$ cat src/rtl/keyboard_scancode_fifo_device_macros.svh
// Assertion helpers shared by the block
`ifndef KEYBOARD_SCANCODE_FIFO_DEVICE_MACROS_SVH
`define KEYBOARD_SCANCODE_FIFO_DEVICE_MACROS_SVH

// Check that a condition holds at every clock edge out of reset
`define KBD_ASSERT_ALWAYS(label, clk, rst_n, expr, msg) \
    label: assert property (@(posedge clk) disable iff (!rst_n) (expr)) \
        else $error(msg);

// Check that a consequent holds in the cycle of its antecedent
`define KBD_ASSERT_IMPL(label, clk, rst_n, ante, cons, msg) \
    label: assert property (@(posedge clk) disable iff (!rst_n) (ante) |-> (cons)) \
        else $error(msg);

`endif

$ cat src/rtl/kbd_pkg.sv
package kbd_pkg;

    // Build-time defaults and fixed field widths
    localparam int FIFO_DEPTH_DEF = 16;
    localparam int ACTION_W       = 2;
    localparam int REG_INDEX_W    = 10;
    localparam int DATA_W         = 32;
    localparam int KEYCODE_W      = 8;
    localparam int ENTRY_W        = 9;
    localparam int DEPTH_REG_W    = 5;
    localparam int CFG_INDEX_W    = 4;

    // Item actions
    localparam logic [ACTION_W-1:0] ACT_KEY   = 2'd0;
    localparam logic [ACTION_W-1:0] ACT_READ  = 2'd1;
    localparam logic [ACTION_W-1:0] ACT_WRITE = 2'd2;

    // Bus word registers
    localparam logic [REG_INDEX_W-1:0] REG_ID    = 10'd0;
    localparam logic [REG_INDEX_W-1:0] REG_DATA  = 10'd1;
    localparam logic [REG_INDEX_W-1:0] REG_COUNT = 10'd2;
    localparam logic [REG_INDEX_W-1:0] REG_IE    = 10'd3;
    localparam logic [REG_INDEX_W-1:0] REG_SIZE  = 10'd4;

    // Configuration registers
    localparam logic [CFG_INDEX_W-1:0] CFG_DEPTH = 4'd0;
    localparam logic [CFG_INDEX_W-1:0] CFG_ID    = 4'd1;

    // Scancode constants
    localparam logic [KEYCODE_W-1:0]   KEY_PREFIX  = 8'hE0;
    localparam logic [DEPTH_REG_W-1:0] DEPTH_RESET = 5'd16;

    // Configuration register contents
    typedef struct packed {
        logic [DEPTH_REG_W-1:0] depth_raw;
        logic [DATA_W-1:0]      device_id;
    } t_cfg;

endpackage

$ cat src/rtl/keyboard_scancode_fifo_device.sv
// Results: a result is registered in the cycle after its input transfer; a pop of a
// non-empty FIFO goes through the RAM read register, then the output register.
// Throughput: one item per cycle while the result side is not stalled, except a pop
// of a non-empty FIFO, which holds the input side while the RAM read completes.
// Reset (synchronous, active low): pointers, count, prefix flag and interrupt
// enable clear, depth setting returns to 16, device ID to 0; the key store is not cleared.
`include "keyboard_scancode_fifo_device_macros.svh"

module keyboard_scancode_fifo_device #(
    parameter int FIFO_DEPTH = kbd_pkg::FIFO_DEPTH_DEF
) (
    input  logic                             i_clk,
    input  logic                             i_rst_n,
    // configuration write channel
    input  logic                             i_cfg_valid,
    output logic                             o_cfg_ready,
    input  logic [kbd_pkg::CFG_INDEX_W-1:0]  i_cfg_index,
    input  logic [kbd_pkg::DATA_W-1:0]       i_cfg_data,
    // input item channel
    input  logic                             i_in_valid,
    output logic                             o_in_ready,
    input  logic [kbd_pkg::ACTION_W-1:0]     i_action,
    input  logic [kbd_pkg::REG_INDEX_W-1:0]  i_reg_index,
    input  logic [kbd_pkg::DATA_W-1:0]       i_write_value,
    input  logic [kbd_pkg::KEYCODE_W-1:0]    i_keycode,
    // result channel
    output logic                             o_out_valid,
    input  logic                             i_out_ready,
    output logic [kbd_pkg::DATA_W-1:0]       o_read_data,
    output logic                             o_irq_level,
    output logic                             o_bad_offset,
    output logic                             o_fifo_overflow
);

    localparam int PW = (FIFO_DEPTH > 1) ? $clog2(FIFO_DEPTH) : 1;
    localparam int CW = $clog2(FIFO_DEPTH + 1);
    localparam int DW = kbd_pkg::DATA_W;
    localparam int EW = kbd_pkg::ENTRY_W;

    typedef enum logic [1:0] {
        ST_IDLE = 2'b01,
        ST_POP  = 2'b10
    } t_state;

    kbd_pkg::t_cfg cfg;

    t_state              r_state;
    logic [PW-1:0]       r_rp, n_rp;
    logic [PW-1:0]       r_wp, n_wp;
    logic [CW-1:0]       r_count, n_count;
    logic                r_ext, n_ext;
    logic [DW-1:0]       r_ie, n_ie;

    logic                r_out_valid;
    logic [DW-1:0]       r_out_data;
    logic                r_out_irq;
    logic                r_out_bad;
    logic                r_out_ovf;

    logic [CW-1:0]       depth;
    logic                in_fire;
    logic                out_fire;
    logic                push_we;
    logic                pop_mem;
    logic [EW-1:0]       entry;
    logic [EW-1:0]       ram_rdata;
    logic [DW-1:0]       res_data;
    logic                res_bad;
    logic                res_ovf;
    logic                res_irq;

    // Step a ring pointer, wrapping at the depth in use
    function automatic logic [PW-1:0] ptr_adv(input logic [PW-1:0] p, input logic [CW-1:0] d);
        logic [PW-1:0] q;
        q = (CW'(p) >= d - CW'(1)) ? '0 : p + PW'(1);
        return q;
    endfunction

    // Configuration registers
    kbd_regs u_regs (
        .i_clk       (i_clk),
        .i_rst_n     (i_rst_n),
        .i_cfg_valid (i_cfg_valid),
        .o_cfg_ready (o_cfg_ready),
        .i_cfg_index (i_cfg_index),
        .i_cfg_data  (i_cfg_data),
        .o_cfg       (cfg)
    );

    // Key store
    kbd_ram #(
        .WIDTH (EW),
        .DEPTH (FIFO_DEPTH)
    ) u_ram (
        .i_clk   (i_clk),
        .i_we    (in_fire & push_we),
        .i_waddr (r_wp),
        .i_wdata (entry),
        .i_re    (in_fire & pop_mem),
        .i_raddr (r_rp),
        .o_rdata (ram_rdata)
    );

    // Clamp the depth in use to 1..FIFO_DEPTH
    always_comb begin
        if (cfg.depth_raw == '0) begin
            depth = CW'(1);
        end else if (32'(cfg.depth_raw) > FIFO_DEPTH) begin
            depth = CW'(FIFO_DEPTH);
        end else begin
            depth = CW'(cfg.depth_raw);
        end
    end

    // Handshakes
    assign in_fire    = i_in_valid & o_in_ready;
    assign out_fire   = r_out_valid & i_out_ready;
    assign o_in_ready = (r_state == ST_IDLE) && (!r_out_valid || i_out_ready);

    // Decode the item and work out the next state and its result
    always_comb begin
        n_ext    = r_ext;
        n_count  = r_count;
        n_rp     = r_rp;
        n_wp     = r_wp;
        n_ie     = r_ie;
        push_we  = 1'b0;
        pop_mem  = 1'b0;
        entry    = {i_keycode[7], r_ext, i_keycode[6:0]};
        res_data = '0;
        res_bad  = 1'b0;
        res_ovf  = 1'b0;
        unique case (i_action)
            kbd_pkg::ACT_KEY: begin
                if (i_keycode == kbd_pkg::KEY_PREFIX && !r_ext) begin
                    n_ext = 1'b1;
                end else begin
                    n_ext = 1'b0;
                    if (r_count < depth) begin
                        push_we = 1'b1;
                        n_wp    = ptr_adv(r_wp, depth);
                        n_count = r_count + CW'(1);
                    end else begin
                        res_ovf = 1'b1;
                    end
                end
            end
            kbd_pkg::ACT_READ: begin
                unique case (i_reg_index)
                    kbd_pkg::REG_ID:    res_data = cfg.device_id;
                    kbd_pkg::REG_DATA: begin
                        if (r_count == '0) begin
                            res_data = '1;
                        end else begin
                            pop_mem = 1'b1;
                            n_rp    = ptr_adv(r_rp, depth);
                            n_count = r_count - CW'(1);
                        end
                    end
                    kbd_pkg::REG_COUNT: res_data = DW'(r_count);
                    kbd_pkg::REG_IE:    res_data = r_ie;
                    kbd_pkg::REG_SIZE:  res_data = DW'(depth);
                    default:            res_bad  = 1'b1;
                endcase
            end
            kbd_pkg::ACT_WRITE: begin
                if (i_reg_index == kbd_pkg::REG_IE) begin
                    n_ie = i_write_value;
                end else begin
                    res_bad = 1'b1;
                end
            end
            default: ;
        endcase
        res_irq = (n_count != '0) && (n_ie != '0);
    end

    // Control state: commit the item on its transfer, wait out the RAM read
    always_ff @(posedge i_clk) begin
        if (!i_rst_n) begin
            r_state <= ST_IDLE;
            r_rp    <= '0;
            r_wp    <= '0;
            r_count <= '0;
            r_ext   <= 1'b0;
            r_ie    <= '0;
        end else begin
            unique case (r_state)
                ST_IDLE: begin
                    if (in_fire) begin
                        r_rp    <= n_rp;
                        r_wp    <= n_wp;
                        r_count <= n_count;
                        r_ext   <= n_ext;
                        r_ie    <= n_ie;
                        if (pop_mem) begin
                            r_state <= ST_POP;
                        end
                    end
                end
                ST_POP: r_state <= ST_IDLE;
                default: r_state <= ST_IDLE;
            endcase
        end
    end

    // Output register valid: load on a finished item, drop on transfer
    always_ff @(posedge i_clk) begin
        if (!i_rst_n) begin
            r_out_valid <= 1'b0;
        end else if (in_fire && !pop_mem) begin
            r_out_valid <= 1'b1;
        end else if (r_state == ST_POP) begin
            r_out_valid <= 1'b1;
        end else if (out_fire) begin
            r_out_valid <= 1'b0;
        end
    end

    // Output payload: flags at transfer, data at transfer or from the RAM
    always_ff @(posedge i_clk) begin
        if (in_fire) begin
            r_out_irq  <= res_irq;
            r_out_bad  <= res_bad;
            r_out_ovf  <= res_ovf;
            r_out_data <= res_data;
        end else if (r_state == ST_POP) begin
            r_out_data <= {ram_rdata[EW-1], {(DW - EW){1'b0}}, ram_rdata[EW-2:0]};
        end
    end

    assign o_out_valid     = r_out_valid;
    assign o_read_data     = r_out_data;
    assign o_irq_level     = r_out_irq;
    assign o_bad_offset    = r_out_bad;
    assign o_fifo_overflow = r_out_ovf;

    // Assertions
    `KBD_ASSERT_IMPL(a_pop_slot_free, i_clk, i_rst_n, r_state == ST_POP, !r_out_valid, "pop read found output register busy")
    `KBD_ASSERT_ALWAYS(a_count_bound, i_clk, i_rst_n, 32'(r_count) <= FIFO_DEPTH, "entry count exceeds built depth")
    `KBD_ASSERT_IMPL(a_bad_no_data, i_clk, i_rst_n, o_out_valid && o_bad_offset, o_read_data == '0 && !o_fifo_overflow, "bad offset result carries data")

endmodule

$ cat src/rtl/kbd_ram.sv
module kbd_ram #(
    parameter int WIDTH = kbd_pkg::ENTRY_W,
    parameter int DEPTH = kbd_pkg::FIFO_DEPTH_DEF
) (
    input  logic                                 i_clk,
    input  logic                                 i_we,
    input  logic [(DEPTH > 1 ? $clog2(DEPTH) : 1)-1:0] i_waddr,
    input  logic [WIDTH-1:0]                     i_wdata,
    input  logic                                 i_re,
    input  logic [(DEPTH > 1 ? $clog2(DEPTH) : 1)-1:0] i_raddr,
    output logic [WIDTH-1:0]                     o_rdata
);

    logic [WIDTH-1:0] r_mem [DEPTH];
    logic [WIDTH-1:0] r_rdata;

    // Write port
    always_ff @(posedge i_clk) begin
        if (i_we) begin
            r_mem[i_waddr] <= i_wdata;
        end
    end

    // Registered read port
    always_ff @(posedge i_clk) begin
        if (i_re) begin
            r_rdata <= r_mem[i_raddr];
        end
    end

    assign o_rdata = r_rdata;

endmodule

$ cat src/rtl/kbd_regs.sv
module kbd_regs (
    input  logic                             i_clk,
    input  logic                             i_rst_n,
    input  logic                             i_cfg_valid,
    output logic                             o_cfg_ready,
    input  logic [kbd_pkg::CFG_INDEX_W-1:0]  i_cfg_index,
    input  logic [kbd_pkg::DATA_W-1:0]       i_cfg_data,
    output kbd_pkg::t_cfg                    o_cfg
);

    logic [kbd_pkg::DEPTH_REG_W-1:0] r_depth;
    logic [kbd_pkg::DATA_W-1:0]      r_device_id;

    // Take a write in every cycle
    assign o_cfg_ready = 1'b1;

    // Decode and store configuration transfers
    always_ff @(posedge i_clk) begin
        if (!i_rst_n) begin
            r_depth     <= kbd_pkg::DEPTH_RESET;
            r_device_id <= '0;
        end else if (i_cfg_valid) begin
            unique case (i_cfg_index)
                kbd_pkg::CFG_DEPTH: r_depth     <= i_cfg_data[kbd_pkg::DEPTH_REG_W-1:0];
                kbd_pkg::CFG_ID:    r_device_id <= i_cfg_data;
                default: ;
            endcase
        end
    end

    assign o_cfg.depth_raw = r_depth;
    assign o_cfg.device_id = r_device_id;

endmodule

$ cat config.mk
export PLATFORM = sky130hd
export DESIGN_NAME = keyboard_scancode_fifo_device
export DESIGN_NICKNAME = d
export VERILOG_FILES = /design/src/rtl/kbd_pkg.sv /design/src/rtl/keyboard_scancode_fifo_device.sv /design/src/rtl/kbd_ram.sv /design/src/rtl/kbd_regs.sv
export VERILOG_INCLUDE_DIRS = /design/src /design/src/rtl
export SDC_FILE = /design/constraint.sdc
export NUM_CORES = 1
export LEC_CHECK = 0
export CAP_MARGIN = 20
export CORE_UTILIZATION = 40
export DETAILED_ROUTE_END_ITERATION = 10
export DONT_BUFFER_PORTS = 1
export PLACE_DENSITY = 0.65
export SLEW_MARGIN = 20
export SYNTH_ARGS = -nofsm -noshare
export SYNTH_HDL_FRONTEND = slang
export SYNTH_SLANG_ARGS = --single-unit
$ cat constraint.sdc
create_clock -name i_clk -period 7.4 [get_ports i_clk]
set_input_delay 0.74 -clock i_clk [delete_from_list [all_inputs] [get_ports i_clk]]
set_output_delay 0.74 -clock i_clk [all_outputs]
set_load 0.02 [all_outputs]
# [Yosys cells after proc, flatten, opt, wreduce, memory -nomap -nowiden]
# Memories as Yosys holds them, arrays and structs flattened. A register that Yosys moved wholly into a read port is not among the register bits.
# Index checks and enable logic that the tools add are counted.
[op_classes] shift=0 magnitude_cmp=4 add_sub_neg=5 reduce_logical=27 n_mul=0 div_mod_pow=0 n_eq_ne=10 n_mux=32 bitwise=7
[op_table] operator="$mux W32" count=6
[op_table] operator="$pmux W32 S5" count=1
[op_table] operator="$reduce_bool A32 Y1" count=1
[op_table] operator="$mux W5" count=6
[op_table] operator="$eq A10 B2 Y1 const B" count=2
[op_table] operator="$mux W1" count=15
[op_table] operator="$eq A10 B1 Y1 const B" count=1
[op_table] operator="$eq A10 B3 Y1 const B" count=1
[op_table] operator="$ge A4 B5 Y1" count=2
[op_table] operator="$logic_not A10 Y1" count=1
[op_table] operator="$logic_not A5 Y1" count=2
[op_table] operator="$pmux W5 S2" count=1
[op_table] operator="$reduce_and A2 Y1" count=5
[op_table] operator="$reduce_and A5 Y1" count=2
[op_table] operator="$sub A5 B1 Y5 const B" count=2
[op_table] operator="$add A4 B1 Y4 const B" count=2
[op_table] operator="$eq A8 B8 Y1 const B" count=1
[op_table] operator="$mux W4" count=2
[op_table] operator="$add A5 B1 Y5 const B" count=1
[op_table] operator="$gt A5 B5 Y1 const B" count=1
[op_table] operator="$lt A5 B5 Y1" count=1
[op_table] operator="$reduce_bool A5 Y1" count=1
[op_table] operator="$reduce_or A5 Y1" count=1
[op_table] operator="$and A1 B1 Y1" count=4
[op_table] operator="14 further kinds" count=23
[word_totals] reg_bits=121 output_inout_bits=38 ramBits=144 rom_bits=0 input_bits=93 mem_count=1 latch_bits=0
[memory_table] name="u_ram.r_mem" depth=16 width=9 rd=1 rd_clocked_by_memory_dff=1 wr=1 line="kbd_ram.sv:14" text="logic [WIDTH-1:0] r_mem [DEPTH];"

# [Longest topological paths before layout]
# Gate-level depths: netlist of run 1.
[logic_depth] word_depth=10 depth_mapped=12

# [Cells and area by module]
# Synthesis of run 1 repeated with hierarchy kept, for this count alone.
[hier_totals] hier_cells=871 area_unflattened_um2=11830.1
[by_module_without_submodules] mod="kbd_ram" cells_each=254 seq_area_each_um2=4594.4 area_per_inst_um2=5870.6 instances=1
[by_module_without_submodules] mod="keyboard_scancode_fifo_device" cells_each=455 seq_area_each_um2=2031.9 area_per_inst_um2=4438.0 instances=1
[by_module_without_submodules] mod="kbd_regs" cells_each=162 seq_area_each_um2=740.7 area_per_inst_um2=1521.5 instances=1

# [Worst setup path before layout of run 1]
# OpenSTA, ideal clock, no wires.
[synth_path] path_type="input -> register" startpoint="input i_out_ready" endpoint="register r_out_data[0] (netlist: o_read_data[0]), enable pin" required_ps=7012 setup_time_ps=388 slack_ps=4286 cell_stages=6 arrival_time_ps=2727 n_path_buf=1 cell_sequence="nor2b_1 nor3_1 nand2_1 inv_2 clkbuf_1 a21o_1"
[synth_between] elab_chain_len=4
[synth_rtl] item="from (decl)" line="keyboard_scancode_fifo_device.sv:28" text="input logic i_out_ready,"
[synth_rtl] item="$logic_or A1 B1 Y1" line="keyboard_scancode_fifo_device.sv:118" text="assign o_in_ready = (r_state == ST_IDLE) && (!r_out_valid || i_out_ready);"
[synth_rtl] item="$logic_and A1 B1 Y1" line="keyboard_scancode_fifo_device.sv:118"
[synth_rtl] item="via o_in_ready" line="keyboard_scancode_fifo_device.sv:21" text="output logic o_in_ready,"
[synth_rtl] item="$and A1 B1 Y1" line="keyboard_scancode_fifo_device.sv:116" text="assign in_fire = i_in_valid & o_in_ready;"
[synth_rtl] item="via in_fire" line="keyboard_scancode_fifo_device.sv:61" text="logic in_fire;"
[synth_rtl] item="$reduce_bool A2 Y1 (no source line)"
[synth_rtl] item="to (signal assigned)" line="keyboard_scancode_fifo_device.sv:226" text="r_out_data <= res_data;"
[synth_rtl] item="to (signal assigned)" line="keyboard_scancode_fifo_device.sv:228" text="r_out_data <= {ram_rdata[EW-1], {(DW - EW){1'b0}}, ram_rdata[EW-2:0]};"
[synth_rtl] item="to (decl)" line="keyboard_scancode_fifo_device.sv:55" text="logic [DW-1:0] r_out_data;"
# The timed path passes the listed nets, and every way through them passes these cells.
# A chain may end at the register's enable or synchronous reset.

# [Worst setup path in the final report of run 1]
[layout_path] startpoint="register r_out_valid (netlist: o_out_valid)" endpoint="memory u_ram.r_mem[3][2] (netlist bit), enable pin"
[layout_between] elab_chain_len=7
[layout_rtl] item="from (decl)" line="keyboard_scancode_fifo_device.sv:54" text="logic r_out_valid;"
[layout_rtl] item="from (signal assigned)" line="keyboard_scancode_fifo_device.sv:210" text="r_out_valid <= 1'b0;"
[layout_rtl] item="from (signal assigned)" line="keyboard_scancode_fifo_device.sv:212" text="r_out_valid <= 1'b1;"
[layout_rtl] item="from (signal assigned)" line="keyboard_scancode_fifo_device.sv:214" text="r_out_valid <= 1'b1;"
[layout_rtl] item="$logic_not A1 Y1" line="keyboard_scancode_fifo_device.sv:118"
[layout_rtl] item="$logic_or A1 B1 Y1" line="keyboard_scancode_fifo_device.sv:118"
[layout_rtl] item="$logic_and A1 B1 Y1" line="keyboard_scancode_fifo_device.sv:118"
[layout_rtl] item="via o_in_ready" line="keyboard_scancode_fifo_device.sv:21"
[layout_rtl] item="$and A1 B1 Y1" line="keyboard_scancode_fifo_device.sv:116"
[layout_rtl] item="$and A1 B1 Y1" line="keyboard_scancode_fifo_device.sv:96" text=".i_we (in_fire & push_we),"
[layout_rtl] item="$mux W1" line="kbd_ram.sv:19" text="if (i_we) begin"
[layout_rtl] item="$mux W1 (implied by the code)" line="kbd_ram.sv:20" text="r_mem[i_waddr] <= i_wdata;"
[layout_rtl] item="to (decl)" line="kbd_ram.sv:14"
# The timed path passes the listed nets, and every way through them passes these cells.

==> results of run 1 <==
per-stage QoR:
step,setup WS [ns],cell area [um^2],total power [mW]
floorplan,4.29,11800,1.77
global placement,3.14,12000,1.78
detailed placement,3.08,12000,1.78
CTS,3.30,13000,3.31
global route,3.22,13100,3.37
finish,3.56,13100,3.28
flip-flops by register name (all words and copies together), names as in the netlist, 2 cells and up:
name,cells
u_ram.o_rdata,9
r_state,2
r_ie,32
r_count,5
r_wp,4
u_regs.r_device_id,32
r_rp,4
u_ram.r_mem,144
u_regs.r_depth,5
o_read_data,32
layer usage:
layer	vias up	global-route usage
met5	-	0
met4	0	0.0542
met3	54	0.0368
met2	321	0.293
met1	3755	0.255
li1	3611	-
critical path: cells and delay by family, from the launching register on:
family        cells  cell delay (ns)
simple gates      6             2.68
buf+inv           1             0.40
flops             1             0.37
cell usage in the layout, fill, tap and decap left out, drive strengths merged, types with 11 or more instances in the layout:
cell,count
clkinv,11
nor4,24
nor3,16
nand2,177
mux2i,39
clkbuf,37
mux4,18
edfxtp,188
o21ai,40
a21oi,86
a221oi,38
dfxtp,86
ha,23
inv,14
nor2,69
final cells by class:
class | count | area (um^2) | area share
Sequential cell | 274 | 7370 | 0.564
Multi-Input combinational cell | 630 | 4070 | 0.311
Clock buffer | 37 | 801 | 0.0613
Tap cell | 384 | 480 | 0.0368
Clock inverter | 16 | 219 | 0.0168
Timing Repair Buffer | 9 | 67.6 | 0.00517
Inverter | 15 | 56.3 | 0.00431
power breakdown:
group	switching [mW]	internal, mW
Combinational	0.0513	0.0253
Clock	0.594	0.939
Sequential	0.0248	1.65
worst paths after layout:
| path | slack [ns] | to | cells past startpoint | start |
|---|---|---|---|---|
| setup / recovery | 3.56 | u_ram.r_mem[3][2] | 7 | o_out_valid |
| hold / removal | 0.29 | u_ram.r_mem[11][8] | 0 | i_keycode[7] |
| setup reg to reg | 3.56 | u_ram.r_mem[3][2] | 7 | o_out_valid |
| hold reg to reg | 0.45 | u_regs.r_device_id[28] | 2 | u_regs.r_device_id[28] |
logic make-up after synthesis:
| kind of cell | share of synthesized area |
|---|---|
| AND/OR/NAND/NOR | 0.129 |
| AO/OA/AOI/OAI | 0.111 |
| other | 0.000319 |
| multiplexers | 0.0734 |
| buffers and inverters | 0.0294 |
| flip-flops | 0.626 |
| XOR/XNOR | 0.00521 |
| adder cells (fa/ha/maj) | 0.0245 |
==> flow_summary.yaml, run 1 <==
layout:
  nFillCells: 2563
  fin_cells: 1365
  syn2layout_area_growth_pct: 11.1
  diodes: 0
  postLayoutCoreUtil: 0.454
  layout-drive-gt1-share: 0.108
  layout.nets: 1075
timing:
  report.final.slew_viol_count: 0
  tns_ns: 0
  rsz0062_at_grt: "no"
  finalHoldViolCount: 0
  hold_ws_ns: 0.292
  slew-limit-headroom: 0.248
  tightest_slew_ns: 1.13
  min_period_ns: 3.84
  finalCritPeriodShare: 0.519
  setup_viol: 0
  fmax_mhz: 260
  clock_skew_ns: 0.0119
detailed_routing:
  drc: 0
  dr.pass1.iters: 5
  wl_met1_um: 11800
  routed_via_density: 5.67
  wl_met2_um: 13000
  postRouteAntennaNets: 0
  top_layer: "met4"
  wl_um: 27700
  vias: 7741
  route.detailed.wl_per_inst_um: 20.3
  drtIter0Drc: 779
  dr_wl_met3_um: 2120
cts:
  cts_tree: "done"
  post_cts_resized: 0
  root_buffer: "clkbuf_16"
  post_cts_buffers: 0
  clkLatencyLatePin_ns: 0.54
  clk_pin_slew_ns: 0.06
  numCtsBuffers: 29
  cts.htree.levels: 1
  cts-hold-fix-buffers: 0
  clockBufferDepth: 3
  numClockSinks: 274
power_and_ir_drop:
  power.ir.vdd_worst_uv: 192
  power_leakage_nw: 4.09
  power_density_nw_per_um2: 251
logic_synthesis:
  synth_top_area_frac: 0.480
  syn_nets: 1099
  synth_edf_count: 188
  async_reset_ff_frac: 0
  postSynthAreaPerCell_um2: 12.0
  synth_flop_cell: "edfxtp_1"
  syn_area_um2: 11800
  yosys.cell_types.count: 62
  yosysTopAreaCell: "edfxtp_1"
  synth_common_cells: "edfxtp_1, nand2_1, a21oi_1, dfxtp_1, nor2_1"
  ys_top_cells_by_area: "edfxtp_1, dfxtp_1, nand2_1"
  yosysWarningCount: 0
  synth_seq_cells: 274
  yosys.cell_count.top_type: "edfxtp_1"
  ys_seq_area_frac: 0.626
  syn_inst: 983
worst_setup_path:
  cp_max_fo: 16
  cpMaxStageDelayCell: "nor3_1"
  crit_type: "reg2reg"
  critical_path.max_stage_delay_ns: 0.84
  crit_top_cell: "nor3_1"
  cp_cell_sequence: "nor2b_1, nor3_1, nand2_1, inv_2, and2_1, nand2_2, nor3_1"
  crit_path_start_kind: "flop"
  cp.arrival_ns: 4.00
  cp-end-kind: "flop"
  cp.required_ns: 7.56
global_route:
  track_usage: 0.184
  grt_overflow: 0
  grt_pass1_vias: 7396
  grt_max_degree: 76
  antenna_found_initial: 0
  grt_pass1_wl_um: 43200
placed_design:
  place_inst: 1312
  gp_congestion: 0.829
  io_buffers: 0
  hpwl_um: 18300
die:
  die_w_um: 173
  fp.coreArea_um2: 28800
  pin_count: 131
  die_h_um: 173
  fp-row-count: 62
  dieArea_um2: 30100
  start_util: 0.409
status:
  status: "completed"
min_path:
  hold_class: "in2reg"
flow_run:
  drv_cap: 0
Note: power is estimated with default switching activity, not from simulation.
==> inputs of run 2 (changes only) <==
--- a/config.mk
+++ b/config.mk
@@ -10,7 +10,7 @@
 export CORE_UTILIZATION = 40
 export DETAILED_ROUTE_END_ITERATION = 10
 export DONT_BUFFER_PORTS = 1
-export PLACE_DENSITY = 0.65
+export PLACE_DENSITY = 0.67
 export SLEW_MARGIN = 20
 export SYNTH_ARGS = -nofsm -noshare
 export SYNTH_HDL_FRONTEND = slang
==> constraint.sdc (replaced) <==
create_clock -name i_clk -period 3.3 [get_ports i_clk]
set_input_delay 0.33 -clock i_clk [delete_from_list [all_inputs] [get_ports i_clk]]
set_output_delay 0.33 -clock i_clk [all_outputs]
set_load 0.02 [all_outputs]
==> flow_summary.yaml, run 2 (synthesized netlist as in run 1, its figures left out) <==
detailed_routing:
  drtIter0Drc: 884
  top_layer: "met5"
  route.detailed.wl_per_inst_um: 21.1
  drc: 0
  vias: 8448
  wl_met2_um: 14400
  wl_met1_um: 13100
  dr.pass1.iters: 5
  routed_via_density: 5.75
  dr_wl_met3_um: 2420
  wl_um: 31000
  postRouteAntennaNets: 0
layout:
  syn2layout_area_growth_pct: 18.9
  layout.nets: 1177
  layout_common_cells: "edfxtp_1, nand2_1, a21oi_1, dfxtp_1, dlygate4sd3_1"
  final_common_cell: "edfxtp_1"
  largest_reg_flops: 144
  regMostFlops: "u_ram.r_mem"
  layout-drive-gt1-share: 0.120
flow_run:
  drv_cap: 0
cts:
  clk_pin_slew_ns: 0.06
  numClockSinks: 274
  numCtsBuffers: 28
  root_buffer: "clkbuf_16"
  cts.htree.levels: 1
  cts_tree: "done"
  clkLatencyLatePin_ns: 0.55
  clockBufferDepth: 3
  post_cts_buffers: 0
worst_setup_path:
  cpMaxStageDelayCell: "dfxtp_1"
  cp.required_ns: 3.54
  critical_path.max_stage_delay_ns: 0.42
  crit_type: "reg2reg"
  cp_cell_sequence: "clkinv_1, nand2_1, ha_1, a21oi_1, o21ai_0, nor3_2, and2_2, nand2_1, nor2_1, buf_4"
  ff2ff_setup_slack_ns: 0.26
  crit_top_cell: "nand2_1"
  cp.arrival_ns: 3.28
  crit_path_start_kind: "flop"
  cp_max_fo: 9
  cp-end-kind: "flop"
global_route:
  grt_max_degree: 35
  grt_overflow: 0
  track_usage: 0.205
  grt_pass1_wl_um: 48200
  antenna_found_initial: 2
  grt_pass1_vias: 8277
timing:
  report.final.slew_viol_count: 0
  setup_viol: 0
  clock_skew_ns: 0.0201
  finalHoldViolCount: 0
  fmax_mhz: 329
  min_period_ns: 3.04
  finalCritPeriodShare: 0.921
  fin_ws_ns: 0.262
  slew-limit-headroom: 0.266
  tns_ns: 0
  rsz0062_at_grt: "no"
  tightest_slew_ns: 1.10
power_and_ir_drop:
  power_leakage_nw: 4.52
  power.ir.vdd_worst_uv: 340
  power_density_nw_per_um2: 529
die:
  die_h_um: 173
  start_util: 0.409
  pin_count: 131
  fp.coreArea_um2: 28800
  dieArea_um2: 30100
  die_w_um: 173
  fp-row-count: 62
min_path:
  hold_class: "in2reg"
placed_design:
  gp_congestion: 0.844
  hpwl_um: 19200
  dp_slack_ns: 0.156
  io_buffers: 0
status:
  status: "completed"
-- run 2: metal layers --
metal  global-route usage  vias to the layer above
li1                     -                     3814
met3               0.0393                       75
met5                    0                        -
met2                0.331                      419
met4               0.0785                        4
met1                0.275                     4136
-- run 2: worst paths after layout --
kind         depth (start not counted)                     end              startpoint
min                                  2                 r_wp[1]                 i_rst_n
max                                 10       u_ram.r_mem[4][8]       u_regs.r_depth[4]
min reg2reg                          2  u_regs.r_device_id[28]  u_regs.r_device_id[28]
max reg2reg                         10       u_ram.r_mem[4][8]       u_regs.r_depth[4]
-- run 2: layout make-up --
type	count	area, um^2
Antenna cell	2	5.00
Clock inverter	18	211
Multi-Input combinational cell	630	4050
Timing Repair Buffer	112	1040
Tap cell	384	480
Inverter	15	56.3
Fill cell	2488	14800
Sequential cell	274	7370
Clock buffer	34	764
-- run 2: metrics by stage --
stage	power [mW]	instances	utilization	hold WS (ns)	cell area [um^2]
after floorplan	3.96	983	-	0.419	11800
after global placement	4.01	1341	0.426	0.423	12300
after detailed placement	4.01	1341	0.426	0.431	12300
after CTS	7.44	1467	0.486	0.0399	14000
after global routing	7.60	1468	0.486	0.0766	14000
final	7.40	1469	0.486	0.0589	14000
-- run 2: critical path, delay by kind of cell (launching register included) --
family          cells  cell delay (ns)
compound gates      2             0.33
fa+ha+maj           1             0.26
flops               1             0.42
buf+inv             2             0.42
simple gates        5             1.31
-- run 2: timing repair --
action                                 in CTS  in global routing
setup endpoints to repair                   0                133
hold buffers                               74                  0
gates resized for setup                     0                  1
endpoints found under the hold margin     202                  0
-- run 2: power by group --
part	internal [mW]	switching [mW]	total [mW]
combinational	0.122	0.178	0.300
sequential	3.70	0.0515	3.75
clock	2.03	1.31	3.34
total	5.85	1.54	7.40
==> inputs of run 3 (changes only) <==
--- a/config.mk
+++ b/config.mk
@@ -7,6 +7,7 @@
 export NUM_CORES = 1
 export LEC_CHECK = 0
 export CAP_MARGIN = 20
+export CORE_ASPECT_RATIO = 2
 export CORE_UTILIZATION = 40
 export DETAILED_ROUTE_END_ITERATION = 10
 export DONT_BUFFER_PORTS = 1
==> flow_summary.yaml, run 3 (synthesized netlist as in run 1, its figures left out) <==
status:
  status: "completed"
cts:
  cts.htree.levels: 1
  clk_pin_slew_ns: 0.06
  cts_tree: "done"
  root_buffer: "clkbuf_16"
  numCtsBuffers: 25
  clockBufferDepth: 3
  numClockSinks: 274
  clkLatencyLatePin_ns: 0.54
layout:
  layout_common_cells: "edfxtp_1, nand2_1, a21oi_1, dfxtp_1, dlygate4sd3_1"
  final_common_cell: "edfxtp_1"
  layout.nets: 1178
  largest_reg_flops: 144
  syn2layout_area_growth_pct: 17.5
  layout-drive-gt1-share: 0.117
  regMostFlops: "u_ram.r_mem"
  fin_cells: 1442
worst_setup_path:
  crit_type: "reg2reg"
  cpMaxStageDelayCell: "dfxtp_1"
  cp.required_ns: 3.55
  crit_top_cell: "nand2_1"
  cp.arrival_ns: 3.19
  crit_path_start_kind: "flop"
  cp_cell_sequence: "clkinv_1, nand2_1, ha_1, a21oi_1, o21ai_0, nor3_2, and2_2, nand2_1, nor3_1, buf_4"
  critPathTopFamily: "simple AND/OR/NAND/NOR gates"
  critical_path.max_stage_delay_ns: 0.41
  cp-end-kind: "flop"
  worst-path-buf-inv: 2
  cp_max_fo: 9
timing:
  tns_ns: 0
  min_period_ns: 2.94
  rsz0062_at_grt: "no"
  finalCritPeriodShare: 0.892
  setup_viol: 0
  fmax_mhz: 340
  report.final.slew_viol_count: 0
  tightest_slew_ns: 0.960
  finalHoldViolCount: 0
  slew-limit-headroom: 0.355
  clock_skew_ns: 0.00830
detailed_routing:
  postRouteAntennaNets: 0
  drtIter0Drc: 414
  wl_um: 33200
  route.detailed.wl_per_inst_um: 23.0
  drc: 0
  routed_via_density: 5.73
  dr.pass1.iters: 5
  vias: 8258
die:
  die_h_um: 245
  pin_count: 131
  fp-row-count: 88
  fp.coreArea_um2: 28800
  dieArea_um2: 30100
  start_util: 0.408
  die_w_um: 123
global_route:
  grt_pass1_vias: 8628
  grt_pass1_wl_um: 49800
  antenna_found_initial: 1
  track_usage: 0.226
  grt_overflow: 0
  grt_max_degree: 42
placed_design:
  io_buffers: 0
  gp_congestion: 0.932
  hpwl_um: 23300
  place_inst: 1320
power_and_ir_drop:
  power_leakage_nw: 4.46
  power.ir.vdd_worst_uv: 422
  p_total_mw: 6.94
  power_density_nw_per_um2: 502
min_path:
  hold_class: "in2reg"
flow_run:
  drv_cap: 0
[run 3: worst paths after layout]
path,startpoint,endpoint,cells past startpoint,slack (ns)
setup / recovery,u_regs.r_depth[4],u_ram.r_mem[1][1],10,0.36
hold / removal,i_rst_n,r_wp[2],2,0.06
setup reg to reg,u_regs.r_depth[4],u_ram.r_mem[1][1],10,0.36
hold reg to reg,u_regs.r_device_id[26],u_regs.r_device_id[26],2,0.46
[run 3: worst register-to-register path, delay by kind of cell (launching register included)]
kind / cells / cell delay [ns]
AND/OR/NAND/NOR: 5 / 1.27
AO/OA/AOI/OAI: 2 / 0.26
adder cells (fa/ha/maj): 1 / 0.26
buffers and inverters: 2 / 0.44
flip-flops: 1 / 0.41
[run 3: what timing repair did]
item                                   4_1_cts  5_1_grt
endpoints found under the hold margin      202        0
setup buffers                                0        0
hold buffers                                75        0
resized for setup                            0        1
setup endpoints to repair                    0       45
[run 3: metrics by stage]
stage | hold WS, ns | cell area, um^2 | util | worst slack, ns
after detailed placement | 0.430 | 12200 | 0.425 | 0.252
after global placement | 0.424 | 12200 | 0.425 | 0.351
after global routing | 0.0632 | 13800 | 0.479 | 0.0811
after floorplan | 0.419 | 11800 | - | 0.297
after CTS | 0.0346 | 13800 | 0.479 | 0.231
final | 0.0639 | 13800 | 0.479 | 0.356
[run 3: layout make-up]
type | instances | area (um^2)
timing repair buffer | 116 | 1070
multi-input combinational | 630 | 4050
inverter | 15 | 56.3
tap | 360 | 450
fill | 2565 | 15000
antenna | 2 | 5.00
clock inverter | 20 | 185
clock buffer | 25 | 626
sequential | 274 | 7370
[run 3: report_power, final]
group | switching (mW) | internal (mW) | total [mW] | leakage (nW)
Combinational | 0.173 | 0.123 | 0.295 | 1.66
Sequential | 0.0542 | 3.70 | 3.76 | 2.40
Clock | 1.26 | 1.62 | 2.89 | 0.399
[run 3: metal layers]
| metal | vias up | share of wire | global-route usage |
|---|---|---|---|
| li1 | 3816 | - | - |
| met1 | 3985 | 0.31 | 0.205 |
| met2 | 340 | 0.56 | 0.431 |
| met3 | 117 | 0.049 | 0.0345 |
| met4 | 0 | 0.082 | 0.170 |
| met5 | - | 0 | 0 |
